<file path="config.mk">
export PLATFORM = sky130hd
export DESIGN_NAME = fhi_ctrl
export DESIGN_NICKNAME = d
export VERILOG_FILES = /design/src/rtl/fhi_pkg.sv /design/src/rtl/fhi_ctrl.sv
export SDC_FILE = /design/constraint.sdc
export NUM_CORES = 1
export LEC_CHECK = 0
export BUFFER_PORTS_ARGS = -buffer_cell sky130_fd_sc_hd__buf_2
export CAP_MARGIN = 30
export CORE_AREA = 2 2 39 41
export CTS_CLUSTER_DIAMETER = 60
export DETAILED_ROUTE_END_ITERATION = 8
export DIE_AREA = 0 0 41 43
export GPL_ROUTABILITY_DRIVEN = 0
export HOLD_SLACK_MARGIN = 0.15
export PLACE_DENSITY = 0.67
export SLEW_MARGIN = 20
export SYNTH_ARGS = -nofsm -noshare
export SYNTH_HDL_FRONTEND = slang
export SYNTH_SLANG_ARGS = --single-unit
</file>
<file path="constraint.sdc">
create_clock -name clk -period 2 [get_ports clk]
set_clock_uncertainty 0.2 [all_clocks]
set_input_delay 0.4 -clock clk [delete_from_list [all_inputs] [get_ports clk]]
set_output_delay 0.4 -clock clk [all_outputs]
set_load 0.005 [all_outputs]
</file>
<file path="src/rtl/fhi_pkg.sv">
// Package for the fixed-Huffman inflate unit: codes, length and distance tables, control structs.
package fhi_pkg;

    // Default parameter values.
    localparam int DEF_STORED_BLOCK_LEN = 65536;
    localparam int DEF_HISTORY_DEPTH    = 32768;
    localparam int DEF_BYTES_PER_RESULT = 8;
    localparam int OUT_BYTES            = 8;

    // Decode phases.
    localparam logic [2:0] PH_HEADER = 3'd0;
    localparam logic [2:0] PH_STORED = 3'd1;
    localparam logic [2:0] PH_SYM    = 3'd2;
    localparam logic [2:0] PH_SYMX   = 3'd3;
    localparam logic [2:0] PH_LENX   = 3'd4;
    localparam logic [2:0] PH_DIST   = 3'd5;
    localparam logic [2:0] PH_DISTX  = 3'd6;

    // Error codes.
    localparam logic [1:0] ERR_NONE  = 2'd0;
    localparam logic [1:0] ERR_LEN   = 2'd1;
    localparam logic [1:0] ERR_DIST  = 2'd2;
    localparam logic [1:0] ERR_TRUNC = 2'd3;

    // Static length and distance tables.
    localparam logic [8:0] LEN_BASE [0:28] = '{
        9'd3, 9'd4, 9'd5, 9'd6, 9'd7, 9'd8, 9'd9, 9'd10, 9'd11, 9'd13, 9'd15, 9'd17,
        9'd19, 9'd23, 9'd27, 9'd31, 9'd35, 9'd43, 9'd51, 9'd59, 9'd67, 9'd83, 9'd99,
        9'd115, 9'd131, 9'd163, 9'd195, 9'd227, 9'd258};
    localparam logic [2:0] LEN_EXTRA [0:28] = '{
        3'd0, 3'd0, 3'd0, 3'd0, 3'd0, 3'd0, 3'd0, 3'd0, 3'd1, 3'd1, 3'd1, 3'd1,
        3'd2, 3'd2, 3'd2, 3'd2, 3'd3, 3'd3, 3'd3, 3'd3, 3'd4, 3'd4, 3'd4, 3'd4,
        3'd5, 3'd5, 3'd5, 3'd5, 3'd0};
    localparam logic [15:0] DIST_BASE [0:29] = '{
        16'd1, 16'd2, 16'd3, 16'd4, 16'd5, 16'd7, 16'd9, 16'd13, 16'd17, 16'd25,
        16'd33, 16'd49, 16'd65, 16'd97, 16'd129, 16'd193, 16'd257, 16'd385, 16'd513,
        16'd769, 16'd1025, 16'd1537, 16'd2049, 16'd3073, 16'd4097, 16'd6145,
        16'd8193, 16'd12289, 16'd16385, 16'd24577};
    localparam logic [3:0] DIST_EXTRA [0:29] = '{
        4'd0, 4'd0, 4'd0, 4'd0, 4'd1, 4'd1, 4'd2, 4'd2, 4'd3, 4'd3, 4'd4, 4'd4,
        4'd5, 4'd5, 4'd6, 4'd6, 4'd7, 4'd7, 4'd8, 4'd8, 4'd9, 4'd9, 4'd10, 4'd10,
        4'd11, 4'd11, 4'd12, 4'd12, 4'd13, 4'd13};

    // Commands from the sequencer to the datapath.
    typedef struct packed {
        logic load;
        logic header;
        logic stored;
        logic bit_step;
        logic reduce;
        logic rd;
        logic copy_wr;
        logic push;
        logic push_last;
    } fhi_cmd_t;

    // Status from the datapath to the sequencer.
    typedef struct packed {
        logic done;
        logic phase_hdr;
        logic phase_stored;
        logic bits_left;
        logic copy_req;
        logic pend_full;
        logic out_free;
        logic dist_ok;
        logic len_zero;
    } fhi_status_t;

endpackage

</file>
<file path="src/rtl/fhi_ctrl.sv">
// Sequencer of the inflate unit: steps bits, copies and word pushes for each input byte.
module fhi_ctrl
    import fhi_pkg::*;
(
    input  logic        clk,
    input  logic        rst_n,
    input  logic        in_valid,
    output logic        in_ready,
    input  fhi_status_t st,
    output fhi_cmd_t    cmd
);

    localparam logic [2:0] ST_IDLE   = 3'd0;
    localparam logic [2:0] ST_BYTE   = 3'd1;
    localparam logic [2:0] ST_BITS   = 3'd2;
    localparam logic [2:0] ST_REDUCE = 3'd3;
    localparam logic [2:0] ST_CRD    = 3'd4;
    localparam logic [2:0] ST_CWR    = 3'd5;
    localparam logic [2:0] ST_FINAL  = 3'd6;

    logic [2:0] state_reg, state_next;

    // Next state and commands.
    always_comb
    begin
        cmd        = '0;
        state_next = state_reg;
        in_ready   = 1'b0;
        unique case (state_reg)
            ST_IDLE:
            begin
                in_ready = 1'b1;
                if (in_valid)
                begin
                    cmd.load   = 1'b1;
                    state_next = ST_BYTE;
                end
            end
            ST_BYTE:
            begin
                if (st.done)
                begin
                    state_next = ST_FINAL;
                end
                else if (st.phase_hdr)
                begin
                    cmd.header = 1'b1;
                    state_next = ST_FINAL;
                end
                else if (st.phase_stored)
                begin
                    cmd.stored = 1'b1;
                    state_next = ST_FINAL;
                end
                else
                begin
                    state_next = ST_BITS;
                end
            end
            ST_BITS:
            begin
                if (st.pend_full)
                begin
                    cmd.push = st.out_free;
                end
                else if (st.done || st.phase_hdr || !st.bits_left)
                begin
                    state_next = ST_FINAL;
                end
                else
                begin
                    cmd.bit_step = 1'b1;
                    if (st.copy_req)
                    begin
                        state_next = ST_REDUCE;
                    end
                end
            end
            ST_REDUCE:
            begin
                cmd.reduce = 1'b1;
                if (st.dist_ok)
                begin
                    state_next = ST_CRD;
                end
            end
            ST_CRD:
            begin
                if (st.pend_full)
                begin
                    cmd.push = st.out_free;
                end
                else if (st.len_zero)
                begin
                    state_next = ST_BITS;
                end
                else
                begin
                    cmd.rd     = 1'b1;
                    state_next = ST_CWR;
                end
            end
            ST_CWR:
            begin
                cmd.copy_wr = 1'b1;
                state_next  = ST_CRD;
            end
            ST_FINAL:
            begin
                if (st.pend_full)
                begin
                    cmd.push = st.out_free;
                end
                else if (st.out_free)
                begin
                    cmd.push_last = 1'b1;
                    state_next    = ST_IDLE;
                end
            end
            default:
            begin
                state_next = ST_IDLE;
            end
        endcase
    end

    // State register.
    always_ff @(posedge clk or negedge rst_n)
    begin
        if (!rst_n)
        begin
            state_reg <= ST_IDLE;
        end
        else
        begin
            state_reg <= state_next;
        end
    end

`ifndef NO_ASSERTIONS
    // A word is only pushed into a free output register.
    a_push_free: assert property (@(posedge clk) disable iff (!rst_n)
        (cmd.push || cmd.push_last) |-> st.out_free)
        else $error("word pushed while output register busy");

    // No byte is produced while the pending word is full.
    a_emit_room: assert property (@(posedge clk) disable iff (!rst_n)
        (cmd.stored || cmd.bit_step || cmd.copy_wr) |-> !st.pend_full)
        else $error("byte produced into a full pending word");

    // The closing word of a byte returns the unit to taking input.
    a_last_idle: assert property (@(posedge clk) disable iff (!rst_n)
        cmd.push_last |=> in_ready)
        else $error("unit not ready after closing word");

    // A history read is always followed by its write-back.
    a_rd_wr: assert property (@(posedge clk) disable iff (!rst_n)
        cmd.rd |=> cmd.copy_wr)
        else $error("history read without copy write");
`endif

endmodule

</file>
# [Word-level counts from Yosys, hierarchy flattened]
# Index checks and enable logic that the tools add are counted.
# W data, S select, Z words.
[totals] regBits=3 elab_cells=54
[op_classes] n_eq_ne=13 muxes=34 reduce_logical=6
[ops] cell="$mux W3" n=12
[ops] cell="$pmux W3 S7" n=1
[ops] cell="$mux W1" n=19
[ops] cell="$ne A2 B2 Y1 const B" n=6
[ops] cell="$eq A3 B3 Y1 const B" n=3
[ops] cell="$reduce_and A7 Y1" n=1
[ops] cell="$eq A3 B2 Y1 const B" n=2
[ops] cell="$mux W2" n=2
[ops] cell="$eq A3 B1 Y1 const B" n=1
[ops] cell="$logic_not A3 Y1" n=1
[ops] cell="$ne A3 B3 Y1 const B" n=1
[ops] cell="$reduce_or A3 Y1" n=1
[ops] cell="$logic_or A1 B1 Y1" n=2
[ops] cell="$logic_not A1 Y1" n=1

# [Logic depth before layout (Yosys ltp)]
# Gate-level depths: netlist of the first run.
[logic_depth] ltp_word=5 mapped_depth=5

# [Least setup slack after synthesis of the first run]
# Ideal clock, no wire load.
[synth_path] kind="register to output" startpoint="register state_reg[1]" endpoint="output port cmd[8] (netlist bit)" arrival_ps=1001 required_ps=1400 slack_ps=399 stages_incl_launch_ff=4 n_path_buf=1 cell_sequence="dfrtp_1 buf_2 nor3_1 and2_1"
[synth_lines] element="start: declaration" line="fhi_ctrl.sv:21" source="logic [2:0] state_reg, state_next;"
[synth_lines] element="start signal: assignment" line="fhi_ctrl.sv:136" source="state_reg <= state_next;"
[synth_lines] element="end: declaration" line="fhi_ctrl.sv:10" source="output fhi_cmd_t cmd"

==> key figures, run 1 <==
Finish
  • Register Area: 78.83 um2
  • Final net count: 87
  • Post-layout util: 0.4367
  • Most frequent cells in the layout: 21 x buf_2, 5 x nor2b_1, 4 x buf_4
  • Area of the multi-input gates: 326.6 um2
  • Share of cells above drive strength 1: 0.5676
  • Area Overhead vs Synth: 50.00%
  • ANT cells: 0
  • Max FFs per register: 3
  • Finished Cell Area: 604.3 um2
  • Final-layout fill cell count: 149
  • Leading cell type in the layout, fill and taps excluded: buf_2

Yosys
  • Synthesized area: 402.9 um2
  • EDFF count, synth: 0
  • Area fraction of the dominant cell type after synthesis: 0.1863
  • Synth Flop Type: dfrtp_1
  • Post-synth top area cell: dfrtp_1
  • Share of flip-flops with an asynchronous set or reset: 1.000
  • Flop and latch count out of synthesis: 3
  • Mapped Nets: 59
  • Synth top area cells: dfrtp_1 19%, nor2b_1 7.8%, nor4b_1 6.5%, nand3b_4 5.0%, and2_1 4.7%
  • Sequential cell area fraction in the yosys report: 0.1863
  • Yosys warns: 0
  • Cell count after synthesis: 47
  • Netlist cell types: 29
  • Syn Area/Cell: 8.572 um2

Power
  • P_int: 437.0 uW
  • P per Cell Area: 1232 nW/um2
  • Worst IR Drop VDD: 0.3543 mV
  • Clock share of power: 0.137
  • Leakage power: 0.2914 nW
  • Pwr Total: 744.8 uW
  • Switch share: 0.4133
  • Switching power: 307.8 uW
  • Combinational share of power: 0.627
  • Seq pwr share: 0.236

Timing
  • Measured slew at the worst slew-check pin: 0.3307 ns
  • RSZ-0062 raised after global routing: true
  • Slew Viols, Final: 0
  • Max Fclk: 514.8 MHz
  • Crit path time final: 1.942 ns
  • Hold slack: 0.2943 ns
  • Final hold vios: 0
  • Final Setup Violations: 0
  • Headroom to the max-slew limit: 0.7764
  • Period utilization: 0.9712

Worst setup path
  • Cell chain of the critical path: and2b_4 -> nor4b_4 -> buf_2
  • Worst path depth: 3
  • Delay of the slowest critical-path stage: 0.46 ns
  • Worst Path Required: 1.40 ns
  • Reg2Reg Depth: 5
  • WP buf/inv: 1
  • Worst Setup Start Kind: flop
  • WS Path Type: reg2out
  • Crit-path slowest cell: dfrtp_2
  • Worst Path Arrival: 1.34 ns
  • Largest delay share family, worst path: simple AND/OR/NAND/NOR gates
  • Setup crit end kind: output pin
  • Crit-path max FO: 9

Placement
  • I/O Buffers: 21
  • Dpl cell area: 523.0 um2
  • DP Wirelength: 813.7 um

Route
  • Detailed router's first-iteration violation count: 6
  • Pre-antenna DRT Iters: 3
  • Remaining DRCs: 0
  • Mean number of vias per cell: 5.289
  • Via count: 476
  • Final ANT Viol Nets: 0
  • Drt total wl: 1.087 mm
  • WL/cell: 12.08 um

Clock network
  • Worst skew pair latency: 0.23 ns
  • CTS Buf Count: 3
  • CTS Sinks: 3
  • Clock buffer depth: 2
  • TritonCTS clock tree: done
  • H-tree depth: 1
  • Clk slew on worst S/H paths: 0.04 ns
  • Clock root cell: clkbuf_4

Global route
  • Number of global-route vias before repair: 403
  • Antenna violations before repair: 0
  • Global-route usage over all layers: 0.1337
  • Largest net degree at the start of global routing: 12
  • Congestion Overflow GR: 0
  • First-pass GRT wire length: 1.662 mm

Die
  • I/O Pins: 22
  • Rows: 14
  • Die area: 1763 um2
  • Die width: 41 um
  • Die H: 43 um
  • Core area: 1384 um2
  • Initial Utilization: 0.2911

Run
  • Max_cap viols: 0

Outcome
  • Status: finished, final reports clean

Worst hold path
  • Hold Path Class: in2async
[final cells by class]
| class | count | area share |
|---|---|---|
| clock buffer | 4 | 0.04348 |
| inverter | 2 | 0.01242 |
| multi-input combinational | 39 | 0.5404 |
| sequential | 3 | 0.1304 |
| tap | 16 | 0.03313 |
| timing repair buffer | 26 | 0.2402 |
[power by group through the flow]
stage / logic [mW] / registers (mW) / clock network [mW]
2_1_floorplan: 0.360 / 0.118 / 0
3_3_place_gp: 0.419 / 0.167 / 0
3_5_place_dp: 0.423 / 0.166 / 0
4_1_cts: 0.433 / 0.168 / 0.107
5_1_grt: 0.520 / 0.182 / 0.115
6_report: 0.467 / 0.176 / 0.102
[cells in the mapped netlist, drive strengths merged (2+ instances only)]
master / number
a21oi: 3
and2: 3
and3: 2
buf: 2
dfrtp: 3
inv: 2
nand2: 2
nor2: 2
nor2b: 5
nor3: 3
nor4: 2
nor4b: 3
o21ai: 2
[through the flow]
step / cells / setup slack [ns] / TNS [ns]
after floorplan: 47 / 0.3990 / 0
after global placement: 83 / 0.1999 / 0
after detailed placement: 83 / 0.1951 / 0
after CTS: 88 / 0.03953 / 0
after global routing: 90 / -0.03833 / -0.05885
final: 90 / 0.05766 / 0
[worst paths after layout]
path                              start      endpoint  slack (ns)
min reg2reg                state_reg[0]  state_reg[0]        0.48
max reg2reg                state_reg[0]  state_reg[2]        0.20
min in group clk                  st[5]  state_reg[0]        0.35
max                        state_reg[0]        cmd[3]        0.06
min                               rst_n  state_reg[1]        0.29
max in group asynchronous         rst_n  state_reg[0]        1.19
[worst reg2reg max path: stages, from the launching register on]
cell and delay, ns:
dfrtp_2 0.46, buf_4 0.16, nor4_1 0.28, a21o_1 0.15, nand3b_4 0.14, mux2_4 0.29
[routing by layer]
layer	vias up	global-route usage	wire length [um]
met2	14	0.2000	526
met5	-	0	0
met3	0	0.03141	50
li1	235	-	-
met4	0	0.04000	0
met1	227	0.1839	510
[what timing repair did]
| action | CTS | global route |
|---|---|---|
| setup buffers | 0 | 2 |
| setup endpoints to repair | 2 | 3 |
| gates resized for setup | 3 | 4 |
| gates cloned | 0 | 0 |
| hold endpoints to repair | 3 | 0 |
| hold buffers | 1 | 0 |
[kinds of logic (layout without fill, tap and decap cells)]
group | after synthesis | count (layout) | share of synthesized area
flops | 3 | 3 | 0.1863
compound gates | 12 | 12 | 0.2361
mux | 1 | 1 | 0.03726
simple gates | 26 | 26 | 0.4721
buf+inv | 5 | 32 | 0.06828
Note: power is estimated with default switching activity, not from simulation.
==> run 2, diff against run 1 <==
--- a/config.mk
+++ b/config.mk
@@ -5,6 +5,7 @@
 export SDC_FILE = /design/constraint.sdc
 export NUM_CORES = 1
 export LEC_CHECK = 0
+export ABC_AREA = 1
 export BUFFER_PORTS_ARGS = -buffer_cell sky130_fd_sc_hd__buf_2
 export CAP_MARGIN = 30
 export CORE_AREA = 2 2 39 41
@@ -13,7 +14,7 @@
 export DIE_AREA = 0 0 41 43
 export GPL_ROUTABILITY_DRIVEN = 0
 export HOLD_SLACK_MARGIN = 0.15
-export PLACE_DENSITY = 0.67
+export PLACE_DENSITY = 0.69
 export SLEW_MARGIN = 20
 export SYNTH_ARGS = -nofsm -noshare
 export SYNTH_HDL_FRONTEND = slang
==> key figures, run 2 <==
Outcome
  • Status: finished, final reports clean

Die
  • Die width: 41 um
  • Rows: 14
  • Die H: 43 um
  • Die area: 1763 um2
  • Core area: 1384 um2
  • Initial Utilization: 0.3056
  • I/O Pins: 22

Finish
  • ANT cells: 0
  • Final net count: 120
  • Max FFs per register: 3
  • Finished Layout Cells: 123
  • Share of cells above drive strength 1: 0.4299
  • Area Overhead vs Synth: 45.27%
  • Post-layout util: 0.4439
  • Most frequent cells in the layout: 21 x buf_2, 18 x nand2_1, 13 x inv_1, 12 x nor2_1, 10 x nand3_1
  • Final-layout fill cell count: 150
  • Leading cell type in the layout, fill and taps excluded: buf_2

Worst setup path
  • Reg2Reg Depth: 7
  • Setup crit end kind: output pin
  • WS Path Type: reg2out
  • Largest delay share family, worst path: flip-flops
  • Delay of the slowest critical-path stage: 0.45 ns
  • Crit-path slowest cell: dfrtp_2
  • Cell chain of the critical path: inv_4 -> nand2_2 -> nor2_4 -> inv_1 -> nor4_1 -> buf_2
  • Worst Path Arrival: 1.31 ns
  • Worst Setup Start Kind: flop
  • WP buf/inv: 3
  • Worst path depth: 6
  • Worst Path Required: 1.40 ns
  • Crit-path max FO: 6

Placement
  • DP Worst Slack: 0.2627 ns
  • # placed instances: 114
  • I/O Buffers: 21
  • DP Wirelength: 868 um

Clock network
  • H-tree depth: 1
  • Worst skew pair latency: 0.24 ns
  • Clock root cell: clkbuf_4
  • CTS Sinks: 3
  • CTS Buf Count: 3
  • TritonCTS clock tree: done
  • Clk slew on worst S/H paths: 0.04 ns
  • Clock buffer depth: 2

Yosys
  • Yosys warns: 0
  • Share of flip-flops with an asynchronous set or reset: 1.000
  • Synth top area cells: dfrtp_1 18%, nand2_1 16%, nand3_1 12%, inv_1 12%, nor2_1 11%
  • Cell count after synthesis: 78
  • EDFF count, synth: 0
  • Synth cell count leaders: 18 x nand2_1, 13 x inv_1, 12 x nor2_1
  • Syn Area/Cell: 5.422 um2
  • Post-synth top area cell: dfrtp_1
  • Most common cell in the synthesized netlist: nand2_1
  • Flop and latch count out of synthesis: 3
  • Synth Flop Type: dfrtp_1
  • Netlist cell types: 15
  • Synthesized area: 422.9 um2
  • Area fraction of the dominant cell type after synthesis: 0.1775
  • Sequential cell area fraction in the yosys report: 0.1775
  • Mapped Nets: 90

Power
  • Leakage power: 0.3972 nW
  • P per Cell Area: 1220 nW/um2
  • Worst IR Drop VDD: 0.3946 mV

Global route
  • First-pass GRT wire length: 1.676 mm
  • Largest net degree at the start of global routing: 10
  • Antenna violations before repair: 0
  • Congestion Overflow GR: 0
  • Global-route usage over all layers: 0.1298
  • Number of global-route vias before repair: 446

Run
  • Max_cap viols: 0

Route
  • Drt total wl: 1.111 mm
  • Pre-antenna DRT Iters: 4
  • Final ANT Viol Nets: 0
  • Detailed router's first-iteration violation count: 19
  • Via count: 553
  • WL/cell: 9.033 um
  • Remaining DRCs: 0
  • Mean number of vias per cell: 4.496

Timing
  • Final hold vios: 0
  • Headroom to the max-slew limit: 0.8688
  • Crit path time final: 1.908 ns
  • Hold slack: 0.2832 ns
  • Fin Setup TNS: 0 ns
  • Measured slew at the worst slew-check pin: 0.1950 ns
  • Period utilization: 0.9539
  • Final Setup Violations: 0
  • Max Fclk: 524.2 MHz
  • RSZ-0062 raised after global routing: false
  • Slew Viols, Final: 0
  • Fin worst setup slack: 0.09230 ns

Worst hold path
  • Hold Path Class: in2async
==> run 2: cell types whose count changed after synthesis, moves of 4 or more <==
cell	previous run	this run
nand2_2	0	5
inv_1	1	13
nor2_2	0	4
nor2b_1	5	0
nor2_1	2	12
nand3_1	0	10
nand2_1	2	18
==> run 2: final timing paths <==
kind	startpoint	endpoint	slack (ns)
worst max-delay path	state_reg[2]	cmd[6]	0.09
worst min-delay path	rst_n	state_reg[0]	0.28
worst max register to register	state_reg[2]	state_reg[0]	0.61
worst min register to register	state_reg[1]	state_reg[1]	0.47
max in group asynchronous	rst_n	state_reg[2]	1.20
min in group clk	st[1]	state_reg[0]	0.33
==> run 2: worst reg2reg max path, stage by stage (launching register included) <==
cell and delay [ns]:
dfrtp_2 0.45, inv_4 0.10, buf_4 0.11, nand4_1 0.13
o21ai_0 0.11, nor2_1 0.07, nand2_1 0.06, nand2_1 0.05
==> run 2: power breakdown <==
part	leakage [nW]	switching [mW]	internal, mW
Sequential	0.0342	0.0505	0.0957
Combinational	0.348	0.285	0.208
Clock	0.0150	0.0355	0.0750
==> run 2: logic make-up after synthesis <==
family,count (synthesis),synth area share
and+or+nand+nor,55,0.6213
DFF,3,0.1775
buffers and inverters,18,0.1775
AOI/OAI and AO/OA,2,0.02365
==> run 2: stage by stage <==
stage / area [um2] / total power [mW]
2_1_floorplan: 422.9 / 0.4639
3_3_place_gp: 536.8 / 0.5500
3_5_place_dp: 536.8 / 0.5597
4_1_cts: 573.1 / 0.6711
5_1_grt: 614.3 / 0.8176
6_report: 614.3 / 0.7494
==> run 2: layout make-up <==
cell class                 count  area, um2  area share
multi-input combinational     57      277.8      0.4521
timing repair buffer          26      145.1      0.2363
sequential                     3      78.83      0.1283
inverter                      17      66.31      0.1079
clock buffer                   4      26.28     0.04277
tap                           16      20.02     0.03259
==> run 2: what timing repair did <==
item                                    4_1_cts  5_1_grt
endpoints found under the hold margin         3        0
buffers inserted                              0        4
endpoints found under the setup margin        0        2
hold buffers                                  1        0
gates resized for setup                       0        5
==> run 2: routing by layer <==
layer,GRT usage,up-vias,wire [um]
li1,-,297,-
met1,0.1877,230,513
met2,0.2031,26,515
met3,0,0,82
met4,0.04000,0,0
met5,0,-,0
